[config.mk]
export PLATFORM = sky130hd
export DESIGN_NAME = bitmap_sparse_block_decoder
export DESIGN_NICKNAME = d
export VERILOG_FILES = /design/src/sv/bsbd_pkg.sv /design/src/sv/bitmap_sparse_block_decoder.sv /design/src/sv/bsbd_front.sv /design/src/sv/bsbd_queue.sv /design/src/sv/bsbd_back.sv
export SDC_FILE = /design/constraint.sdc
export NUM_CORES = 1
export LEC_CHECK = 0
export ABC_CLOCK_PERIOD_IN_PS = 4900
export BUFFER_PORTS_ARGS = -buffer_cell sky130_fd_sc_hd__buf_2
export CAP_MARGIN = 20
export CORE_AREA = 2 2 157 159
export CTS_CLUSTER_DIAMETER = 60
export DETAILED_ROUTE_END_ITERATION = 8
export DIE_AREA = 0 0 159 161
export PLACE_DENSITY_LB_ADDON = 0.08
export SLEW_MARGIN = 40
export SYNTH_ARGS = -nofsm -noshare
export SYNTH_HDL_FRONTEND = slang
export SYNTH_SLANG_ARGS = --single-unit
[constraint.sdc]
create_clock -name clk -period 4.9 [get_ports clk]
set_input_delay 0.98 -clock clk [delete_from_list [all_inputs] [get_ports clk]]
set_output_delay 0.98 -clock clk [all_outputs]
set_load 0.005 [all_outputs]
[src/sv/bsbd_pkg.sv]
`timescale 1ns / 1ps
// ----------------------------------------------------------------------------
// bsbd_pkg: shared types for the bitmap sparse block decoder
// Word kinds, the queue entry and status, and the back-end state type.
// ----------------------------------------------------------------------------
package bsbd_pkg;

  // width of the stream word and of the sample field
  localparam int IN_W = 32;

  // what a stream word means at its place in a block
  typedef enum logic [1:0] {
    KIND_BASE  = 2'd0,
    KIND_MASK  = 2'd1,
    KIND_VALUE = 2'd2
  } kind_t;

  // one classified word in the queue between front and back
  typedef struct packed {
    kind_t            kind;
    logic [IN_W-1:0]  word;
  } q_item_t;

  // queue status seen by both ends
  typedef struct packed {
    logic empty;
    logic full;
  } q_status_t;

  // back-end sequencer states
  typedef enum logic {
    BK_FETCH = 1'b0,
    BK_RUN   = 1'b1
  } back_state_t;

endpackage

[src/sv/bitmap_sparse_block_decoder.sv]
`timescale 1ns / 1ps
// ----------------------------------------------------------------------------
// bitmap_sparse_block_decoder: bitmap zero-suppression block decoder
// Turns a word stream of base, mask and value words into sample blocks.
// ----------------------------------------------------------------------------
// Each block is a base word, a mask word (low BLOCK_SIZE bits, sample 0 at
// the top bit) and one value word per set mask bit; the block gives
// BLOCK_SIZE samples, base plus value on set bits and the base alone on
// clear ones, the final one flagged by out_tlast. Words are taken one per
// cycle while the QUEUE_DEPTH-entry queue has room. The sample sequencer
// takes a base word by itself, a mask word followed by the samples for its
// leading clear bits and a turnaround back to fetch, and a value word with
// its own sample followed by the samples for the clear bits after it and a
// turnaround back to fetch; samples leave at most one per cycle.
// ----------------------------------------------------------------------------
module bitmap_sparse_block_decoder import bsbd_pkg::*; #(
  parameter int BLOCK_SIZE  = 16,
  parameter int WORD_WIDTH  = 32,
  parameter int QUEUE_DEPTH = 4
) (
  input  logic              clk,
  input  logic              rst_n,
  input  logic              in_tvalid,
  output logic              in_tready,
  input  logic [IN_W-1:0]   in_tdata,   // [31:0] word
  output logic              out_tvalid,
  input  logic              out_tready,
  output logic [IN_W-1:0]   out_tdata,  // [31:0] sample
  output logic              out_tlast
);

  q_status_t  q_status;
  q_item_t    push_item;
  q_item_t    head_item;
  logic       q_push;
  logic       q_pop;

  // classifier
  bsbd_front #(
    .BLOCK_SIZE (BLOCK_SIZE)
  ) u_front (
    .clk       (clk),
    .rst_n     (rst_n),
    .in_tvalid (in_tvalid),
    .in_tready (in_tready),
    .in_tdata  (in_tdata),
    .q_status  (q_status),
    .q_push    (q_push),
    .q_item    (push_item)
  );

  // request queue
  bsbd_queue #(
    .DEPTH (QUEUE_DEPTH)
  ) u_queue (
    .clk       (clk),
    .rst_n     (rst_n),
    .push      (q_push),
    .push_item (push_item),
    .pop       (q_pop),
    .head_item (head_item),
    .status    (q_status)
  );

  // sample sequencer
  bsbd_back #(
    .BLOCK_SIZE (BLOCK_SIZE),
    .WORD_WIDTH (WORD_WIDTH)
  ) u_back (
    .clk        (clk),
    .rst_n      (rst_n),
    .head_item  (head_item),
    .q_status   (q_status),
    .q_pop      (q_pop),
    .out_tvalid (out_tvalid),
    .out_tready (out_tready),
    .out_tdata  (out_tdata),
    .out_tlast  (out_tlast)
  );

endmodule

[src/sv/bsbd_front.sv]
`timescale 1ns / 1ps
// ----------------------------------------------------------------------------
// bsbd_front: input classifier
// Accepts stream words, tags each as base, mask or value, and tracks how
// many value words the current mask still calls for.
// ----------------------------------------------------------------------------
module bsbd_front import bsbd_pkg::*; #(
  parameter int BLOCK_SIZE = 16
) (
  input  logic              clk,
  input  logic              rst_n,
  input  logic              in_tvalid,
  output logic              in_tready,
  input  logic [IN_W-1:0]   in_tdata,   // [31:0] word
  input  q_status_t         q_status,
  output logic              q_push,
  output q_item_t           q_item
);

  kind_t                  phase_r, phase_nxt;
  logic [BLOCK_SIZE-1:0]  rem_r, rem_nxt;
  logic [BLOCK_SIZE-1:0]  rem_dec;
  logic [BLOCK_SIZE-1:0]  in_mask;

  // handshake into the queue
  assign in_tready   = !q_status.full;
  assign q_push      = in_tvalid && !q_status.full;
  assign q_item.kind = phase_r;
  assign q_item.word = in_tdata;

  assign in_mask = in_tdata[BLOCK_SIZE-1:0];
  // drop one set bit per value word; only the count matters
  assign rem_dec = rem_r & (rem_r - BLOCK_SIZE'(1));

  // phase tracking
  always_comb begin
    phase_nxt = phase_r;
    rem_nxt   = rem_r;
    if (q_push) begin
      case (phase_r)
        KIND_MASK: begin
          rem_nxt   = in_mask;
          phase_nxt = (in_mask == '0) ? KIND_BASE : KIND_VALUE;
        end
        KIND_VALUE: begin
          rem_nxt   = rem_dec;
          phase_nxt = (rem_dec == '0) ? KIND_BASE : KIND_VALUE;
        end
        default: begin
          phase_nxt = KIND_MASK;
        end
      endcase
    end
  end

  always_ff @(posedge clk) begin
    if (!rst_n) begin
      phase_r <= KIND_BASE;
      rem_r   <= '0;
    end else begin
      phase_r <= phase_nxt;
      rem_r   <= rem_nxt;
    end
  end

  // value phase always has value words outstanding
  a_value_pending: assert property (@(posedge clk) disable iff (!rst_n)
    (phase_r == KIND_VALUE) |-> (rem_r != '0))
    else $error("value phase with no set mask bits left");

endmodule

[src/sv/bsbd_queue.sv]
`timescale 1ns / 1ps
// ----------------------------------------------------------------------------
// bsbd_queue: short request queue
// Register FIFO that decouples the classifier from the sample sequencer.
// ----------------------------------------------------------------------------
module bsbd_queue import bsbd_pkg::*; #(
  parameter int DEPTH = 4
) (
  input  logic      clk,
  input  logic      rst_n,
  input  logic      push,
  input  q_item_t   push_item,
  input  logic      pop,
  output q_item_t   head_item,
  output q_status_t status
);

  localparam int AW = $clog2(DEPTH);
  localparam int CW = $clog2(DEPTH + 1);

  q_item_t        mem_r [DEPTH];
  logic [AW-1:0]  wr_ptr_r, wr_ptr_nxt;
  logic [AW-1:0]  rd_ptr_r, rd_ptr_nxt;
  logic [CW-1:0]  count_r, count_nxt;
  logic           do_push, do_pop;

  assign status.empty = (count_r == '0);
  assign status.full  = (count_r == CW'(DEPTH));
  assign do_push      = push && !status.full;
  assign do_pop       = pop && !status.empty;
  assign head_item    = mem_r[rd_ptr_r];

  // pointer and count update
  always_comb begin
    wr_ptr_nxt = wr_ptr_r;
    rd_ptr_nxt = rd_ptr_r;
    count_nxt  = count_r;
    if (do_push) begin
      wr_ptr_nxt = (wr_ptr_r == AW'(DEPTH - 1)) ? '0 : wr_ptr_r + AW'(1);
    end
    if (do_pop) begin
      rd_ptr_nxt = (rd_ptr_r == AW'(DEPTH - 1)) ? '0 : rd_ptr_r + AW'(1);
    end
    if (do_push && !do_pop) begin
      count_nxt = count_r + CW'(1);
    end else if (do_pop && !do_push) begin
      count_nxt = count_r - CW'(1);
    end
  end

  always_ff @(posedge clk) begin
    if (!rst_n) begin
      wr_ptr_r <= '0;
      rd_ptr_r <= '0;
      count_r  <= '0;
    end else begin
      wr_ptr_r <= wr_ptr_nxt;
      rd_ptr_r <= rd_ptr_nxt;
      count_r  <= count_nxt;
    end
  end

  // storage, no reset
  always_ff @(posedge clk) begin
    if (do_push) begin
      mem_r[wr_ptr_r] <= push_item;
    end
  end

  // a push into a full queue would lose a word
  a_no_overflow: assert property (@(posedge clk) disable iff (!rst_n)
    push |-> !status.full)
    else $error("push into full queue");

endmodule

[src/sv/bsbd_back.sv]
`timescale 1ns / 1ps
// ----------------------------------------------------------------------------
// bsbd_back: sample sequencer
// Takes classified words from the queue, holds base and mask, and emits at most
// one sample per cycle into the output register while that register has room.
// ----------------------------------------------------------------------------
module bsbd_back import bsbd_pkg::*; #(
  parameter int BLOCK_SIZE = 16,
  parameter int WORD_WIDTH = 32
) (
  input  logic              clk,
  input  logic              rst_n,
  input  q_item_t           head_item,
  input  q_status_t         q_status,
  output logic              q_pop,
  output logic              out_tvalid,
  input  logic              out_tready,
  output logic [IN_W-1:0]   out_tdata,  // [31:0] sample
  output logic              out_tlast
);

  localparam int PW = $clog2(BLOCK_SIZE + 1);
  localparam logic [PW-1:0] LAST_POS = PW'(BLOCK_SIZE - 1);
  localparam logic [PW-1:0] END_POS  = PW'(BLOCK_SIZE);

  back_state_t                   state_r, state_nxt;
  logic signed [WORD_WIDTH-1:0]  base_r, base_nxt;
  logic [BLOCK_SIZE-1:0]         mask_r, mask_nxt;
  logic [PW-1:0]                 pos_r, pos_nxt;
  logic                          out_valid_r;
  logic [IN_W-1:0]               out_sample_r, sample_nxt;
  logic                          out_last_r, last_nxt;
  logic                          load;
  logic                          slot_free;
  logic signed [WORD_WIDTH-1:0]  word_w;
  logic signed [WORD_WIDTH-1:0]  sum_w;

  assign slot_free  = !out_valid_r || out_tready;
  assign word_w     = WORD_WIDTH'(signed'(head_item.word));
  assign sum_w      = base_r + word_w;
  assign out_tvalid = out_valid_r;
  assign out_tdata  = out_sample_r;
  assign out_tlast  = out_last_r;

  // next state
  always_comb begin
    state_nxt = state_r;
    case (state_r)
      BK_FETCH: begin
        if (q_pop && (head_item.kind == KIND_MASK || head_item.kind == KIND_VALUE)) begin
          state_nxt = BK_RUN;
        end
      end
      BK_RUN: begin
        if (pos_r == END_POS || mask_r[BLOCK_SIZE-1]) begin
          state_nxt = BK_FETCH;
        end
      end
      default: state_nxt = BK_FETCH;
    endcase
  end

  // datapath control
  always_comb begin
    q_pop      = 1'b0;
    load       = 1'b0;
    sample_nxt = IN_W'(base_r);
    last_nxt   = (pos_r == LAST_POS);
    base_nxt   = base_r;
    mask_nxt   = mask_r;
    pos_nxt    = pos_r;
    case (state_r)
      BK_FETCH: begin
        if (!q_status.empty) begin
          case (head_item.kind)
            KIND_MASK: begin
              q_pop    = 1'b1;
              mask_nxt = head_item.word[BLOCK_SIZE-1:0];
              pos_nxt  = '0;
            end
            KIND_VALUE: begin
              // the current mask bit is set: this word is its value
              if (slot_free) begin
                q_pop      = 1'b1;
                load       = 1'b1;
                sample_nxt = IN_W'(sum_w);
                mask_nxt   = mask_r << 1;
                pos_nxt    = pos_r + PW'(1);
              end
            end
            default: begin
              q_pop    = 1'b1;
              base_nxt = word_w;
            end
          endcase
        end
      end
      BK_RUN: begin
        if (pos_r == END_POS) begin
          pos_nxt = '0;
        end else if (!mask_r[BLOCK_SIZE-1] && slot_free) begin
          // clear position: sample is the base alone
          load     = 1'b1;
          mask_nxt = mask_r << 1;
          pos_nxt  = pos_r + PW'(1);
        end
      end
      default: ;
    endcase
  end

  always_ff @(posedge clk) begin
    if (!rst_n) begin
      state_r     <= BK_FETCH;
      base_r      <= '0;
      mask_r      <= '0;
      pos_r       <= '0;
      out_valid_r <= 1'b0;
    end else begin
      state_r <= state_nxt;
      base_r  <= base_nxt;
      mask_r  <= mask_nxt;
      pos_r   <= pos_nxt;
      if (load) begin
        out_valid_r <= 1'b1;
      end else if (out_tready) begin
        out_valid_r <= 1'b0;
      end
    end
  end

  // output payload
  always_ff @(posedge clk) begin
    if (load) begin
      out_sample_r <= sample_nxt;
      out_last_r   <= last_nxt;
    end
  end

  // position never runs past the block end
  a_pos_range: assert property (@(posedge clk) disable iff (!rst_n)
    pos_r <= END_POS)
    else $error("position beyond block end");

  // a value word only arrives on a set mask position
  a_value_on_set_bit: assert property (@(posedge clk) disable iff (!rst_n)
    (state_r == BK_FETCH && q_pop && head_item.kind == KIND_VALUE)
      |-> (mask_r[BLOCK_SIZE-1] && pos_r != END_POS))
    else $error("value word for a clear position");

  // the last sample of a block closes the block
  a_last_ends_block: assert property (@(posedge clk) disable iff (!rst_n)
    (load && last_nxt) |=> (pos_r == END_POS))
    else $error("last flag without block end");

endmodule
* Word-level counts from Yosys, hierarchy flattened
Memory sizes are Yosys's and may differ from the RTL's. A register that Yosys moved wholly into a read port is not among the register bits.
Index checks and enable logic that the tools add are counted.
** Storage, ports and cells
- Register bits :: 113
- Latch bits :: 0
- RAM bits :: 136
- ROM bits :: 0
- Input bits :: 36
- Output and inout bits :: 35
- Logic and storage cells :: 108
- Memories kept :: 1
** Cells by class
- $add $sub $neg :: 7
- Multipliers :: 0
- Div/mod/pow operators :: 0
- $lt $le $gt $ge :: 0
- Eq/ne operators :: 15
- Shifts and indexed selects :: 0
- Muxes and demuxes :: 42
- Bitwise operators :: 4
- Reduce and logical (&&, ||, !) cells :: 27
** Memory list
- u_queue.mem_r :: words 4, bits a word 34, read ports 1, clocked after Yosys merged registers in 1, write ports 1, line bsbd_queue.sv:21 : q_item_t mem_r [DEPTH];
** Operator list (count)
- $mux 32 :: 4
- $pmux 16 s2 :: 3
- $mux 16 :: 4
- $add 32x32->32 :: 1
- $logic_not 16->1 :: 2
- $mux 5 :: 4
- $pmux 5 s2 :: 2
- $and 16x16->16 :: 1
- $sub 16x1->16 const B :: 1
- $mux 1 :: 14
- $mux 2 :: 6
- $eq 2x2->1 const B :: 4
- $logic_and 1x1->1 :: 7
- $logic_not 1->1 :: 6
- $mux 3 :: 2
- $ne 2x2->1 const B :: 3
- $reduce_bool 2->1 :: 3
- $add 5x1->5 const B :: 1
- $eq 5x4->1 const B :: 1
- $eq 5x5->1 const B :: 1
- $reduce_and 5->1 :: 1
- $add 2x1->2 const B :: 2
- $eq 2x1->1 const B :: 2
- $pmux 1 s2 :: 2
- other kinds (14) :: 18

* Longest topological paths before layout
- Depth after elaboration :: 10
- Depth in mapped cells :: 14
- Gate-level depth less buffers :: 11

* Hierarchy
A second synthesis with hierarchy kept.
** Second synthesis, totals
- Cells, all modules :: 1036
- Area, all modules :: 12204.2 um^2
** Modules (own cells, without submodules)
- bsbd_queue :: instances 1, cells an instance 229, area an instance 5435.2 um^2, sequential area each 4264.1 um^2
- bsbd_back :: instances 1, cells an instance 635, area an instance 5412.7 um^2, sequential area each 2092.0 um^2
- bsbd_front :: instances 1, cells an instance 172, area an instance 1356.3 um^2, sequential area each 360.3 um^2

* Worst setup path before layout
No wires, ideal clock.
- Path type :: register -> register
- Start point :: register with a tool-made name
- End point :: register u_back.out_sample_r[0] (netlist: u_back.out_tdata[0]) (enable)
- Data arrival time :: 3.722 ns
- Data required time :: 4.477 ns
- Slack :: 0.755 ns
- Cell stages (with the launch flop) :: 10
- Cell sequence :: dfxtp_1 clkbuf_1 buf_2 mux4_2 inv_1 ha_1 clkbuf_1 clkbuf_1 a21oi_1 nor2_1
** RTL lines
- end signal: assignment :: line bsbd_back.sv:135 : out_sample_r <= sample_nxt;
- end: declaration :: line bsbd_back.sv:31 : logic [IN_W-1:0] out_sample_r, sample_nxt;

==> impl_results.md <==
- DRC: 0
- Antenna violations before repair: 0
- Area Overhead vs Synth: 13.92%
- Yosys warns: 0
- Status: finished, final reports clean
- Final min period: 4.018 ns
- Layout fillers: 2071
- Critical-path top delay cell: dfxtp_2
- DRT antenna net count: 0
- Final Util: 55.67%
- Post-synth top area share: 43.34%
- Clk_lat worst skew: 0.55 ns
- Synth Register Bits: 251
- RSZ-0062 raised after global routing: false
- Vias: 7716
- Critical Path Max Stage Delay: 0.70 ns
- Biggest area consumer among synthesized cells: edfxtp_1
- Pwr Total: 8507 µW
- P per Cell Area: 637.8 nW/µm²
- Routability cong.: 0.8510
- CTS Root Cell: clkbuf_16
- First-pass GRT wire length: 41290 µm
- Max-slew headroom: 47.59%
- Crit path required time: 5.28 ns
- Sequential area share after synthesis: 57.36%
- Final #Nets: 1127
- Post-CTS Setup Bufs: 0
- CTS Buffer Depth: 3
- DR pass1 iterations: 5
- I/O pin total: 71
- Clk sink count: 251
- Hold WS: 0.4850 ns
- Die Y: 161 µm
- Synth area leaders: edfxtp_1, dfxtp_1, mux4_2
- Post-synth EDFFs: 169
- Clock skew: 0.01456 ns
- Layout cell share with drive strength beyond 1: 17.23%
- Worst path bufs/invs: 1
- Max Slew Vio Count: 0
- Total CTS buffers: 29
- Vias per cell: 5.543
- Max cap viols: 0
- Core Area: 23960 µm²
- Hold Crit Class: reg2reg
- Setup TNS: 0 ns
- CTS tree: done
- Post-synth top flop: edfxtp_1
- Number of buffers added on ports: 70
- Worst Max-Slew Pin Slew: 0.7861 ns
- Total grt overflow: 0
- Syn Nets: 1062
- HPWL reported at the end of detailed placement: 17390 µm
- CP Launch Type: register
- Largest net degree at the start of global routing: 77
- # H-tree levels: 1
- CTS resizes: 0
- Count leader, synth: edfxtp_1
- Final-report setup violation count: 0
- Vias in the first global route: 7447
- Fmax: 248.9 MHz
- Worst path top cell family by delay: compound AO/OA/AOI/OAI gates
- Worst-path maximum fanout: 16
- Arr. time, crit path: 4.40 ns
- Maximum vdd drop: 0.3328 mV
- Yosys cell types: 67
- Synth Instances: 980
- Leakage: 0.005009 µW
- Ys async rst share: 0%
- DRT iter0 DRCs: 583
- Wirelength per Cell: 18.32 µm
- CP Cell Sequence: buf_4 > mux4_2 > ha_1 > a21o_1 > nand4_1 > and3_1 > o21ai_0 > a221oi_1 > o21ai_0 > a311o_1 > o211ai_1
- Die Width: 159 µm
- Most frequent CP cell: o21ai_0
- ANT cells: 0
- Overall Global Routing Usage: 20.19%
- CP Capture Type: register
- Post-synth top cells: edfxtp_1, nand2_1, dfxtp_1
- Cell row count: 57
- Die Footprint: 25600 µm²
- CTS Hold Buffers Added: 0
- Synthesized area: 11710 µm²
- Hold Vio Cnt, Final: 0
- Total wire length: 25510 µm
- Syn_area_per_cell: 11.95 µm²
- Period utilization: 82.01%
- WS Path Type: reg2reg
- Starting Density: 48.86%
- Reg clk slew, reported paths: 0.06 ns
## metrics by stage
stage / instance area, µm² / std cells / setup WS (ns)
CTS: 13330 / 1392 / 0.8394
floorplan: 11710 / 980 / 0.7554
global placement: 12380 / 1338 / 0.8397
detailed placement: 12390 / 1338 / 0.8664
finish: 13340 / 1392 / 0.8817
global route: 13340 / 1392 / 0.4454
## sequential cells by signal (all words and copies together) (netlist names), named ones only
signal and cells:
u_back.out_tvalid 1, u_queue.count_r 3, u_back.state_r 1, u_back.pos_r 5, u_back.out_tdata 32, u_queue.wr_ptr_r 2, u_back.out_tlast 1, u_queue.mem_r 136
u_back.mask_r 16, u_back.base_r 32, u_front.phase_r 2, u_queue.rd_ptr_r 2, u_front.rem_r 16
## report_power, final
part / total [µW] / switching [µW] / internal, µW / leakage, µW
Combinational: 3350 / 2030 / 1310 / 0.00230
Sequential: 3060 / 251 / 2810 / 0.00224
Clock: 2100 / 843 / 1260 / 0.000470
Total: 8510 / 3130 / 5380 / 0.00501
## cell usage in the layout (no fill, tap or decap), types with 9 or more instances in the layout
| master | instances |
|---|---|
| nor2_1 | 26 |
| a21o_1 | 17 |
| xnor2_1 | 15 |
| nor3_1 | 13 |
| a22oi_1 | 14 |
| nand2_1 | 167 |
| nand3_1 | 28 |
| buf_2 | 70 |
| mux4_2 | 34 |
| nor2b_1 | 19 |
| o31ai_1 | 9 |
| ha_1 | 44 |
| o211a_1 | 16 |
| a21oi_1 | 34 |
| a21boi_0 | 41 |
| clkbuf_16 | 29 |
| and3_1 | 12 |
| inv_1 | 16 |
| edfxtp_1 | 169 |
| xor2_1 | 13 |
| buf_4 | 16 |
| o21ai_0 | 61 |
| dfxtp_1 | 81 |
## layer usage
layer | GRT usage, % | part of all wire [%]
met1 | 30.16 | 49
met2 | 31.28 | 44
met3 | 2.825 | 4.5
met4 | 5.372 | 1.9
met5 | 0 | 0
## worst register-to-register path: stages, from the launching register on
cell and delay [ns]:
dfxtp_2 0.70, buf_4 0.39, mux4_2 0.59, ha_1 0.37, a21o_1 0.19, nand4_1 0.11
and3_1 0.22, o21ai_0 0.14, a221oi_1 0.43, o21ai_0 0.23, a311o_1 0.40, o211ai_1 0.09
## final cells by class
type                    count  area (µm²)  area share (%)
clock inverters            15       145.1           1.088
well taps                 324       405.4           3.039
inverters                  16       60.06          0.4502
clock buffers              39       803.3           6.022
multi-input cells         661        4737           35.51
repair buffers             86       470.5           3.527
flip-flops and latches    251        6718           50.36
## cells by family (layout without fill, tap and decap cells)
group	Yosys count	in the layout	share of synthesized area (%)
fa+ha+maj	48	48	5.226
simple gates	309	309	12.29
flops	251	251	57.36
compound gates	240	240	14.00
xor+xnor	28	28	2.095
mux	36	36	6.711
buf+inv	68	156	2.319
## final timing paths
kind,startpoint,to,slack (ns),cells after the start
worst max-delay path,register,u_back.out_tdata[16],0.88,11
worst max register to register,register,u_back.out_tdata[16],0.88,11
worst min register to register,u_back.base_r[17],u_back.base_r[17],0.48,2
worst min-delay path,u_back.base_r[17],u_back.base_r[17],0.48,2
(Power assumes the default switching activity.)
